### config.mk
export PLATFORM = sky130hd
export DESIGN_NAME = bounded_ordered_set
export DESIGN_NICKNAME = d
export VERILOG_FILES = /design/src/hw/rtl/bos_pkg.sv /design/src/hw/rtl/bounded_ordered_set.sv /design/src/hw/rtl/bos_cell.sv /design/src/hw/rtl/bos_enc.sv
export SDC_FILE = /design/constraint.sdc
export NUM_CORES = 1
export LEC_CHECK = 0
export ABC_CLOCK_PERIOD_IN_PS = 6000
export BUFFER_PORTS_ARGS = -buffer_cell sky130_fd_sc_hd__buf_2
export CORE_MARGIN = 3
export CORE_UTILIZATION = 64
export DETAILED_ROUTE_END_ITERATION = 12
export PLACE_DENSITY = 0.81
export SLEW_MARGIN = 30
export SYNTH_ARGS = -nofsm -noshare
export SYNTH_HDL_FRONTEND = slang
export SYNTH_HIERARCHICAL = 1
export SYNTH_SLANG_ARGS = --single-unit
### constraint.sdc
create_clock -name clk -period 6 [get_ports clk]
set_clock_uncertainty 0.05 [all_clocks]
set_input_delay 1.2 -clock clk [delete_from_list [all_inputs] [get_ports clk]]
set_output_delay 1.2 -clock clk [all_outputs]
set_load 0.01 [all_outputs]
### src/hw/rtl/bos_pkg.sv
// Package for the bounded ordered set: transfer payload types, operation codes,
// cell control struct and default capacity. No dependencies.
package bos_pkg;

  localparam int KEY_W            = 32;
  localparam int COUNT_W          = 5;
  localparam int DEFAULT_CAPACITY = 16;

  localparam logic [1:0] FUNC_ADD      = 2'd0;
  localparam logic [1:0] FUNC_REMOVE   = 2'd1;
  localparam logic [1:0] FUNC_CONTAINS = 2'd2;

  typedef struct packed {
    logic [1:0]              func;
    logic signed [KEY_W-1:0] key;
  } in_item_t;

  typedef struct packed {
    logic               found;
    logic               stored;
    logic [COUNT_W-1:0] count;
  } out_item_t;

  typedef struct packed {
    logic cmp;
    logic shift;
    logic wr;
  } cell_ctl_t;

endpackage

### src/hw/rtl/bounded_ordered_set.sv
// Top level of the bounded ordered set: sequencer, count register, output
// register and the chain of cells. Depends on bos_pkg, bos_cell, bos_enc.
//
// Usage:
//   Input channel in_valid/in_stall/in_data carries one operation (add,
//   remove, contains; code 3 acts as contains) and a 32-bit key. Output
//   channel out_valid/out_stall/out_data returns exactly one result per
//   operation: found (key present before), stored (add placed the key) and
//   the entry count afterwards.
//   An operation passes from its transfer to its result entering the output
//   register in turn: compare in every cell, encode the hit position,
//   then update (append at the count, or compact the cells right of the hit
//   one step left). The sequencer then returns to idle, where it takes the
//   next transfer. One operation is in flight at a time, so the next one is
//   accepted only after the update step of the last one.
//   The result sits in an output register; the next operation is accepted
//   while it waits. If the receiver stalls, the update step holds until the
//   output register is free, and in_stall stays high meanwhile.
//   Synchronous reset empties the set (count zero) and drops any pending
//   result; stored keys are not cleared.
module bounded_ordered_set #(
  parameter int CAPACITY = bos_pkg::DEFAULT_CAPACITY
) (
  input  logic               clk,
  input  logic               rst_n,
  input  logic               in_valid,
  output logic               in_stall,
  input  bos_pkg::in_item_t  in_data,
  output logic               out_valid,
  input  logic               out_stall,
  output bos_pkg::out_item_t out_data
);
  import bos_pkg::*;

  localparam int CW = $clog2(CAPACITY+1);
  localparam int IW = (CAPACITY > 1) ? $clog2(CAPACITY) : 1;

  typedef enum logic [1:0] {
    ST_IDLE,
    ST_CMP,
    ST_ENC,
    ST_UPD
  } state_t;

  state_t         state_r;
  logic [1:0]     func_r;
  logic [KEY_W-1:0] key_r;
  logic [CW-1:0]  count_r;
  logic [CW-1:0]  count_nxt;
  logic           found_r;
  logic [IW-1:0]  mpos_r;
  logic           out_valid_r;
  out_item_t      out_data_r;

  logic [CAPACITY-1:0] hits;
  logic [KEY_W-1:0]    entries [CAPACITY];
  logic                any_hit;
  logic [IW-1:0]       hit_pos;
  logic                upd_go;
  logic                add_ok;
  logic                rem_ok;
  cell_ctl_t           ctl;

  assign upd_go = (state_r == ST_UPD) && (!out_valid_r || !out_stall);
  assign add_ok = (func_r == FUNC_ADD) && !found_r && (count_r < CW'(CAPACITY));
  assign rem_ok = (func_r == FUNC_REMOVE) && found_r;

  always_comb begin
    count_nxt = count_r;
    if (add_ok) begin
      count_nxt = count_r + CW'(1);
    end else if (rem_ok) begin
      count_nxt = count_r - CW'(1);
    end
  end

  assign ctl.cmp   = (state_r == ST_CMP);
  assign ctl.shift = upd_go && rem_ok;
  assign ctl.wr    = upd_go && add_ok;

  always_ff @(posedge clk) begin
    if (!rst_n) begin
      state_r     <= ST_IDLE;
      count_r     <= '0;
      out_valid_r <= 1'b0;
    end else begin
      case (state_r)
        ST_IDLE: begin
          if (in_valid) begin
            state_r <= ST_CMP;
          end
        end
        ST_CMP: begin
          state_r <= ST_ENC;
        end
        ST_ENC: begin
          state_r <= ST_UPD;
        end
        ST_UPD: begin
          if (upd_go) begin
            state_r <= ST_IDLE;
            count_r <= count_nxt;
          end
        end
        default: begin
          state_r <= ST_IDLE;
        end
      endcase
      if (upd_go) begin
        out_valid_r <= 1'b1;
      end else if (!out_stall) begin
        out_valid_r <= 1'b0;
      end
    end
  end

  always_ff @(posedge clk) begin
    if (state_r == ST_IDLE && in_valid) begin
      func_r <= in_data.func;
      key_r  <= in_data.key;
    end
    if (state_r == ST_ENC) begin
      found_r <= any_hit;
      mpos_r  <= hit_pos;
    end
    if (upd_go) begin
      out_data_r.found  <= found_r;
      out_data_r.stored <= add_ok;
      out_data_r.count  <= COUNT_W'(count_nxt);
    end
  end

  for (genvar g = 0; g < CAPACITY; g++) begin : g_cell
    logic [KEY_W-1:0] nxt;
    if (g == CAPACITY-1) begin : g_last
      assign nxt = entries[g];
    end else begin : g_mid
      assign nxt = entries[g+1];
    end
    bos_cell #(
      .CAPACITY (CAPACITY),
      .IDX      (g)
    ) u_cell (
      .clk        (clk),
      .rst_n      (rst_n),
      .ctl        (ctl),
      .key        (key_r),
      .count      (count_r),
      .mpos       (mpos_r),
      .next_entry (nxt),
      .entry      (entries[g]),
      .hit        (hits[g])
    );
  end

  bos_enc #(
    .CAPACITY (CAPACITY)
  ) u_enc (
    .hits    (hits),
    .any_hit (any_hit),
    .pos     (hit_pos)
  );

  assign in_stall  = (state_r != ST_IDLE);
  assign out_valid = out_valid_r;
  assign out_data  = out_data_r;

`ifndef SYNTH
  a_count_bound: assert property (@(posedge clk) disable iff (!rst_n)
    count_r <= CW'(CAPACITY))
    else $error("entry count above capacity");

  a_unique_keys: assert property (@(posedge clk) disable iff (!rst_n)
    (state_r == ST_ENC) |-> $onehot0(hits))
    else $error("key matched in more than one cell");

  a_seq_order: assert property (@(posedge clk) disable iff (!rst_n)
    (state_r == ST_CMP) |=> (state_r == ST_ENC))
    else $error("compare step not followed by encode step");

  a_remove_count: assert property (@(posedge clk) disable iff (!rst_n)
    (upd_go && rem_ok) |=> (count_r == $past(count_r) - CW'(1)))
    else $error("remove did not decrement count");

  a_store_absent: assert property (@(posedge clk) disable iff (!rst_n)
    (out_valid_r && out_data_r.stored) |-> !out_data_r.found)
    else $error("stored a key that was already present");
`endif

endmodule

### src/hw/rtl/bos_cell.sv
// One storage cell of the set chain: holds one key, compares it with the
// operation key and takes its right neighbor's key when the chain compacts.
// Depends on bos_pkg.
module bos_cell #(
  parameter int CAPACITY = bos_pkg::DEFAULT_CAPACITY,
  parameter int IDX      = 0
) (
  input  logic                        clk,
  input  logic                        rst_n,
  input  bos_pkg::cell_ctl_t          ctl,
  input  logic [bos_pkg::KEY_W-1:0]   key,
  input  logic [$clog2(CAPACITY+1)-1:0] count,
  input  logic [((CAPACITY > 1) ? $clog2(CAPACITY) : 1)-1:0] mpos,
  input  logic [bos_pkg::KEY_W-1:0]   next_entry,
  output logic [bos_pkg::KEY_W-1:0]   entry,
  output logic                        hit
);
  import bos_pkg::*;

  localparam int CW = $clog2(CAPACITY+1);
  localparam int IW = (CAPACITY > 1) ? $clog2(CAPACITY) : 1;

  logic [KEY_W-1:0] entry_r;
  logic             hit_r;

  always_ff @(posedge clk) begin
    if (!rst_n) begin
      hit_r <= 1'b0;
    end else if (ctl.cmp) begin
      hit_r <= (entry_r == key) && (CW'(IDX) < count);
    end
  end

  always_ff @(posedge clk) begin
    if (ctl.wr && (CW'(IDX) == count)) begin
      entry_r <= key;
    end else if (ctl.shift && (IW'(IDX) >= mpos)) begin
      entry_r <= next_entry;
    end
  end

  assign entry = entry_r;
  assign hit   = hit_r;

endmodule

### src/hw/rtl/bos_enc.sv
// Hit encoder for the set chain: reduces the per-cell hit bits to a found
// flag and the position of the matching cell. Depends on bos_pkg.
module bos_enc #(
  parameter int CAPACITY = bos_pkg::DEFAULT_CAPACITY
) (
  input  logic [CAPACITY-1:0] hits,
  output logic                any_hit,
  output logic [((CAPACITY > 1) ? $clog2(CAPACITY) : 1)-1:0] pos
);
  import bos_pkg::*;

  localparam int IW = (CAPACITY > 1) ? $clog2(CAPACITY) : 1;

  always_comb begin
    logic [IW-1:0] idx;
    pos = '0;
    for (int i = 0; i < CAPACITY; i++) begin
      idx = IW'(i);
      if (hits[i]) begin
        pos = pos | idx;
      end
    end
  end

  assign any_hit = |hits;

endmodule
### Yosys cells after proc, flatten, opt, wreduce, memory -nomap -nowiden

Cells that the tools add are included.

* output and inout bits: 9
* flip-flop bits (word level): 582

* eq/ne operators: 38
* mux-type cells: 48
* $add $sub $neg: 2
* reduce and logical (&&, ||, !) cells: 83
* magnitude comparators: 32

Operators by type and width (count)
* 32-bit two-way mux: 30
* 32-bit == test: 16
* 1-bit logical AND: 54
* 4-bit by 5-bit == test with 1-bit output (first input constant): 8
* 4-bit by 5-bit less-than comparator with 1-bit output (first input constant): 8
* 2-bit nonzero test: 16
* 4-bit >= comparator (first input constant): 7
* 3-bit by 5-bit == test with 1-bit output (first input constant): 4
* 3-bit by 5-bit less-than comparator with 1-bit output (first input constant): 4
* 3-bit by 4-bit >= comparator with 1-bit output (first input constant): 4
* 16-bit OR reduction: 1
* 2-bit two-way mux: 6
* 3-bit two-way mux: 4
* 2-bit by 5-bit == test with 1-bit output (first input constant): 2
* 1-bit by 5-bit less-than comparator with 1-bit output (first input constant): 2
* 2-bit by 5-bit less-than comparator with 1-bit output (first input constant): 2
* 5-bit two-way mux: 2
* 1-bit by 4-bit >= comparator with 1-bit output (first input constant): 2
* 2-bit by 4-bit >= comparator with 1-bit output (first input constant): 2
* 2-bit case mux with 4 select lines: 1
* 8-bit OR reduction: 1
* 5-bit by 1-bit adder with 5-bit output (second input constant): 1
* 1-bit by 5-bit == test with 1-bit output (first input constant): 1
* 5-bit logical NOT: 1
* other kinds (13): 24

### Depth between registers and ports, before layout

Gate-level depths: netlist of run 1.

* word-level depth: 11
* depth in mapped cells: 8
* mapped depth without buffers: 7

### Hierarchy

Netlist of run 1, hierarchy kept.

Modules (own cells, without submodules)
* bos_cell at g_cell[12].u_cell ...: area each 1781.7 sq um, times used 2, seq. area each 980.9 sq um, cells an instance 121
* bounded_ordered_set: area each 2005.7 sq um, times used 1, seq. area each 1541.5 sq um, cells an instance 120
* bos_cell at g_cell[9].u_cell: area each 1934.4 sq um, times used 1, seq. area each 980.9 sq um, cells an instance 123
* bos_cell at g_cell[11].u_cell: area each 1933.1 sq um, times used 1, seq. area each 980.9 sq um, cells an instance 119
* bos_cell at g_cell[15].u_cell: area each 1928.1 sq um, times used 1, seq. area each 980.9 sq um, cells an instance 118
* bos_cell at g_cell[10].u_cell: area each 1911.8 sq um, times used 1, seq. area each 980.9 sq um, cells an instance 122
* bos_cell at g_cell[14].u_cell: area each 1905.6 sq um, times used 1, seq. area each 980.9 sq um, cells an instance 120
* bos_cell at g_cell[0].u_cell: area each 1896.8 sq um, times used 1, seq. area each 980.9 sq um, cells an instance 120
* bos_cell at g_cell[5].u_cell: area each 1804.2 sq um, times used 1, seq. area each 980.9 sq um, cells an instance 120
* bos_cell at g_cell[2].u_cell: area each 1791.7 sq um, times used 1, seq. area each 980.9 sq um, cells an instance 120
* bos_cell at g_cell[6].u_cell: area each 1784.2 sq um, times used 1, seq. area each 980.9 sq um, cells an instance 121
* bos_cell at g_cell[3].u_cell: area each 1775.5 sq um, times used 1, seq. area each 980.9 sq um, cells an instance 120
* bos_cell at g_cell[7].u_cell: area each 1775.5 sq um, times used 1, seq. area each 980.9 sq um, cells an instance 118
* bos_cell at g_cell[1].u_cell: area each 1773.0 sq um, times used 1, seq. area each 980.9 sq um, cells an instance 118
* 3 more rows

### Worst setup path after synthesis of run 1

No wires, ideal clock.

* path type: input port to flip-flop
* from: in out_stall
* to: reg g_cell[14].u_cell.entry_r[0] (enable)
* cell stages on the path: 7
* arrival time: 4353 ps
* slack: 1208 ps
* path buffers: 2
* path through: a21bo_2 clkbuf_1 nor3_1 nor3b_2 nand4_4 buf_6 nand2_1

RTL lines
* start, declared: line bounded_ordered_set.sv:30 `input logic out_stall,`
* end signal, assigned: line bos_cell.sv:36 `entry_r <= key;`
* end signal, assigned: line bos_cell.sv:38 `entry_r <= next_entry;`
* end, declared: line bos_cell.sv:23 `logic [KEY_W-1:0] entry_r;`

==> results.py, run 1 <==
metrics = {
    "final_layout": {
        "fill_cells": 3086,
        "finish.utilization_pct": 71.8,
        "final_area_um2": 34500,
        "regArea_um2": 17200,
        "multi_input_area_um2": 13500,
        "drive_above_1_share_pct": 34.2,
        "areaGrowthSynthToFinish_pct": 9.96,
        "layout.nets": 2234,
    },
    "clock_tree": {
        "numCtsBuffers": 61,
        "htreeDepth": 2,
        "post_cts_buffers": 0,
        "clk_path_buf_depth": 3,
        "cts_resized": 0,
        "root_buffer": "clkbuf_16",
        "clock_latency_ns": 0.63,
        "worst_setup_hold_path_clk_slew_ns": 0.06,
        "cts_tree": "done",
        "holdBufCountCts": 0,
        "numClockSinks": 582,
    },
    "run": {
        "maxCapViolCount": 0,
    },
    "power": {
        "p_per_area_nw_per_um2": 301,
        "power_leakage_nw": 11.0,
        "fin_total_pwr_w": 0.0104,
        "ir_drop_uv": 458,
    },
    "global_route": {
        "overflow": 0,
        "antenna_found_initial": 1,
        "grt_use_total_pct": 32.5,
        "grt_max_degree": 35,
        "grt_pass1_wl_um": 121000,
        "grt_pass1_vias": 18748,
    },
    "yosys": {
        "ys_seq_area_share_pct": 54.9,
        "synth-compound-area-share_pct": 1.36,
        "yosys-mux-area-fraction_pct": 20.5,
        "synth_top_area_share_pct": 53.4,
        "synth_edf_count": 558,
        "synth_top_cells_by_area": "edfxtp_1 53%, mux2_2 12%, xor2_1 9.7%",
        "synth-xor-area-share_pct": 14.3,
        "ys_warn_count": 6,
        "yosys.area.top_type": "edfxtp_1",
        "synth_area_per_cell_um2": 15.3,
        "async_flop_share_pct": 0,
        "synth_top_family_by_area": "multiplexers",
        "synth_seq_cells": 582,
        "syn_area_um2": 31400,
        "synth_fa_ha_area_share_pct": 0.279,
        "synth_top_flop_cell": "edfxtp_1",
        "synthSimpleGateAreaFrac_pct": 6.62,
        "synth.distinct_cells": 69,
        "syn_inst": 2055,
        "synth_nets": 2100,
    },
    "placed_design": {
        "post-dp-hpwl_um": 52800,
        "post_dp_cell_area_um2": 32400,
        "port_buffers": 46,
        "routabilityCongestion": 0.950,
    },
    "drt": {
        "wl_per_cell_um": 29.3,
        "drt_iter0_drc": 2252,
        "drc": 0,
        "first_pass_iters": 6,
        "vias": 18801,
        "vias_per_cell": 6.58,
        "final_antenna_net_count": 0,
        "drt_wl_total_um": 83600,
    },
    "critical_path": {
        "cp.arrival_ns": 3.54,
        "path_common_cell": "buf_4",
        "critPathCaptureType": "flop",
        "slowest_stage": "a31o_2",
        "cp_max_fo": 33,
        "cpLargestDelayFamily": "simple AND/OR/NAND/NOR gates",
        "crit_chain": "or3_1 > nor3_2 > buf_4 > nand4b_4 > nor3_4 > buf_4 > a31o_2",
        "critPathRequiredTime_ns": 6.20,
        "slowest_delay_ns": 0.71,
        "critPathLaunchType": "flop",
        "critPathKind": "reg -> reg",
        "critPathBufInv": 2,
    },
    "sta": {
        "worst_pin_slew_ns": 1.11,
        "setup_viol": 0,
        "fin_crit_sh_pct": 55.6,
        "relSlewSlack_pct": 26.3,
        "fin_crit_ns": 3.34,
        "rsz0062_at_grt": "false",
        "fin_tns_setup_ns": 0,
        "finalMaxSlewViolations": 0,
        "fmax_ghz": 0.300,
        "hold_viol_final": 0,
    },
    "run_status": {
        "outcome": "finished clean",
    },
    "floorplanning": {
        "core_um2": 48000,
        "die_x_um": 227,
        "rows": 80,
        "die_area_um2": 51700,
        "initial_core_util_pct": 65.3,
        "io_pins": 47,
        "die_y_um": 227,
    },
    "worst_hold_path": {
        "hp-class": "reg -> reg",
    },
}
cell usage after synthesis (13+ instances only):
cell / instances
buf_2: 13
buf_6: 25
dfxtp_1: 24
edfxtp_1: 558
inv_1: 17
mux2_2: 329
mux2_4: 174
nand2_1: 34
nand3_1: 25
nand3b_1: 18
nand4_1: 59
nor3_1: 14
nor4_1: 89
nor4_2: 15
o21ai_0: 13
xnor2_1: 167
xor2_1: 346
registers in the layout (all words and copies together) (netlist names):
register             flops
count_r                  5
found_r                  1
g_cell.u_cell/hit       16
g_cell.u_cell/entry    512
out_valid                1
func_r                   2
key_r                   32
state_r                  2
out_data                 7
mpos_r                   4
worst reg2reg max path, cell delays in order (launching register included):
cell	delay (ns)
edfxtp_1	0.51
or3_1	0.46
nor3_2	0.17
buf_4	0.36
nand4b_4	0.16
nor3_4	0.13
buf_4	0.39
a31o_2	0.72
cells in the final DEF, fill, tap and decap left out, types with 15 or more instances in the layout:
cell and n:
buf_2 46, buf_4 77, clkbuf_16 63, clkinv_1 17, dfxtp_1 23, edfxtp_1 558
inv_1 17, mux2_2 329, mux2_4 174, nand2_1 34, nand3_1 25, nand3b_1 18
nand4_1 59, nor4_1 89, nor4_2 15, xnor2_1 167, xor2_1 346
stage by stage:
stage	hold WS (ns)	setup WS (ns)	cells
after floorplan	0.405	1.21	2055
after global placement	0.445	2.15	2740
after detailed placement	0.449	2.10	2741
after CTS	0.457	2.70	2855
after global routing	0.495	2.49	2855
final	0.464	2.66	2856
per-layer routing:
layer / track usage, % / share of wire [%] / up-vias
li1: - / - / 8099
met1: 47.1 / 41 / 9280
met2: 46.5 / 42 / 1215
met3: 10.3 / 13 / 207
met4: 11.5 / 3.9 / 0
met5: 0 / 0 / -
final timing paths:
| kind | from | to | slack (ns) | cells past startpoint |
|---|---|---|---|---|
| worst max-delay path | func_r[0]$_DFFE_PP_ | g_cell[5].u_cell/entry[12]$_DFFE_PP_ | 2.66 | 7 |
| worst min-delay path | g_cell[2].u_cell/hit$_SDFFE_PN0P_ | g_cell[2].u_cell/hit$_SDFFE_PN0P_ | 0.46 | 2 |
| worst max register to register | func_r[0]$_DFFE_PP_ | g_cell[5].u_cell/entry[12]$_DFFE_PP_ | 2.66 | 7 |
| worst min register to register | g_cell[2].u_cell/hit$_SDFFE_PN0P_ | g_cell[2].u_cell/hit$_SDFFE_PN0P_ | 0.46 | 2 |
report_power, final:
group / internal, W / leakage (nW) / switching (W)
Sequential: 0.00452 / 4.33 / 0.000147
Clock: 0.00237 / 1.03 / 0.00157
Combinational: 0.000540 / 5.61 / 0.00124
Total: 0.00743 / 11.0 / 0.00296
area by class of cell:
type	count	share of cell area [%]
tap	615	2.23
antenna	1	0.00725
clock inverter	46	1.45
inverter	17	0.185
multi-input combinational	1403	39.2
sequential	582	49.9
timing repair buffer	124	2.37
clock buffer	68	4.62
cell families after synthesis:
| kind of cell | count (synthesis) |
|---|---|
| flip-flops | 582 |
| XOR/XNOR | 513 |
| multiplexers | 513 |
| AND/OR/NAND/NOR | 306 |
| buffers and inverters | 70 |
| AO/OA/AOI/OAI | 64 |
| adder cells (fa/ha/maj) | 7 |
(Power assumes the default switching activity.)
==> run 2, diff against run 1 <==
--- a/config.mk
+++ b/config.mk
@@ -5,7 +5,7 @@
 export SDC_FILE = /design/constraint.sdc
 export NUM_CORES = 1
 export LEC_CHECK = 0
-export ABC_CLOCK_PERIOD_IN_PS = 6000
+export ABC_CLOCK_PERIOD_IN_PS = 3100
 export BUFFER_PORTS_ARGS = -buffer_cell sky130_fd_sc_hd__buf_2
 export CORE_MARGIN = 3
 export CORE_UTILIZATION = 64
==> constraint.sdc (replaced) <==
create_clock -name clk -period 3.1 [get_ports clk]
set_clock_uncertainty 0.05 [all_clocks]
set_input_delay 0.62 -clock clk [delete_from_list [all_inputs] [get_ports clk]]
set_output_delay 0.62 -clock clk [all_outputs]
set_load 0.01 [all_outputs]
==> run 2 against run 1 <==
Against the previous run: non-clock buffer count grew 54; sequential share of layout area shrank 1.3 points; first-iteration DRC count grew 0.53%; count of clock-buffer cells in the layout grew 8; final area grew 2.6%; via count grew 1.6%; hold slack lost 0.38 ns; global-route usage grew 0.34 points.
==> results.py, run 2 (synthesis gave the netlist of run 1 again) <==
metrics = {
    "sta": {
        "fin_crit_sh_pct": 88.1,
        "finalMaxSlewViolations": 0,
        "worst_pin_slew_ns": 1.02,
        "fin_tns_setup_ns": 0,
        "fin_crit_ns": 2.73,
        "setup_viol": 0,
        "rsz0062_at_grt": "false",
        "holdWs_ns": 0.0809,
        "hold_viol_final": 0,
        "relSlewSlack_pct": 32.1,
        "fmax_ghz": 0.366,
    },
    "final_layout": {
        "layout_common_cells": "558 x edfxtp_1, 346 x xor2_1, 329 x mux2_2, 174 x mux2_4, 167 x xnor2_1",
        "layout.nets": 2287,
        "areaGrowthSynthToFinish_pct": 12.8,
        "final_area_um2": 35400,
        "final_common_cell": "edfxtp_1",
        "finalNonFillerCells": 2907,
        "diodes": 0,
        "drive_above_1_share_pct": 36.2,
        "largest_reg_flops": 512,
    },
    "placed_design": {
        "post_dp_cell_area_um2": 33300,
        "port_buffers": 46,
        "dp.cells": 2794,
        "routabilityCongestion": 0.953,
        "post-dp-hpwl_um": 58700,
    },
    "critical_path": {
        "critPathKind": "reg -> reg",
        "crit_chain": "ha_1 > a21bo_2 > buf_4 > nor2_1 > buf_4 > nor4b_1 > or2_2 > buf_12",
        "slowest_delay_ns": 0.49,
        "cp_max_fo": 32,
        "critPathLaunchType": "flop",
        "critPathCaptureType": "flop",
        "cp.arrival_ns": 3.02,
        "slowest_stage": "nor4b_1",
        "critPathRequiredTime_ns": 3.39,
        "path_common_cell": "buf_4",
    },
    "drt": {
        "first_pass_iters": 5,
        "wl_per_cell_um": 29.0,
        "final_antenna_net_count": 0,
        "drt_wl_total_um": 84400,
        "drc": 0,
        "drt_iter0_drc": 2264,
        "vias": 19098,
        "vias_per_cell": 6.57,
    },
    "global_route": {
        "overflow": 0,
        "grt_pass1_vias": 19121,
        "antenna_found_initial": 1,
        "grt_pass1_wl_um": 124000,
        "grt_max_degree": 35,
        "grt_use_total_pct": 32.8,
    },
    "floorplanning": {
        "die_area_um2": 51700,
        "core_um2": 48000,
        "initial_core_util_pct": 65.3,
        "io_pins": 47,
        "rows": 80,
        "die_x_um": 227,
        "die_y_um": 227,
    },
    "clock_tree": {
        "cts_resized": 0,
        "clk_path_buf_depth": 3,
        "cts_tree": "done",
        "post_cts_buffers": 0,
        "numCtsBuffers": 60,
        "holdBufCountCts": 0,
        "numClockSinks": 582,
        "clock_latency_ns": 0.66,
        "htreeDepth": 2,
        "worst_setup_hold_path_clk_slew_ns": 0.06,
        "root_buffer": "clkbuf_16",
    },
    "power": {
        "ir_drop_uv": 672,
        "fin_total_pwr_w": 0.0202,
        "p_per_area_nw_per_um2": 570,
        "power_leakage_nw": 11.3,
    },
    "run": {
        "maxCapViolCount": 0,
    },
    "worst_hold_path": {
        "hp-class": "in -> reg",
    },
    "run_status": {
        "outcome": "finished clean",
    },
}
## run 2: cell types whose count changed in the layout (fill, tap and decap cells not counted), moves of 3 or more
cell and delta:
clkbuf_16 -3, nand2_1 -7, buf_12 +40, a21o_1 -5, buf_4 +15, clkbuf_1 +7, bufinv_16 -3, a21o_2 +4
clkbuf_8 +4, clkinv_1 -6, nand2_2 +6
## run 2: metrics by stage
step                util [%]  worst slack [ns]
floorplan                  -            0.0316
global placement        69.4             0.353
detailed placement      69.4             0.321
CTS                     73.6             0.408
global route            73.7             0.321
finish                  73.7             0.367
## run 2: per-layer routing
layer	up-vias	track usage [%]	part of all wire, %
li1	8198	-	-
met1	9589	44.6	39
met2	1100	51.2	46
met3	211	8.19	11
met4	0	13.3	4.4
met5	-	0	0
## run 2: final timing paths
kind	from	to	slack, ns	cells after the start
setup / recovery	state_r[1]$_SDFFE_PN0P_	g_cell[1].u_cell/entry[24]$_DFFE_PP_	0.37	8
hold reg to reg	out_valid$_SDFFE_PN0P_	out_valid$_SDFFE_PN0P_	0.49	2
setup reg to reg	state_r[1]$_SDFFE_PN0P_	g_cell[1].u_cell/entry[24]$_DFFE_PP_	0.37	8
hold / removal	in_data[8]	key_r[8]$_DFFE_PP_	0.08	1
## run 2: cell type report
cell class	count	area, µm²
Sequential cell	582	17200
Multi-Input combinational cell	1403	13600
Fill cell	2981	12600
Timing Repair Buffer	178	1720
Clock buffer	76	1600
Tap cell	615	769
Clock inverter	36	437
Inverter	17	63.8
## run 2: report_power, final
part           internal, W  switching, W  total (W)
clock network      0.00433       0.00310    0.00743
registers          0.00875      0.000460    0.00921
logic              0.00127       0.00229    0.00356
## run 2: critical path: cells and delay by family, from the launching register on
family                   cells  cell delay, ns
adder cells (fa/ha/maj)      1            0.22
AND/OR/NAND/NOR              3            0.89
AO/OA/AOI/OAI                1            0.26
flip-flops                   1            0.39
buffers and inverters        3            0.60
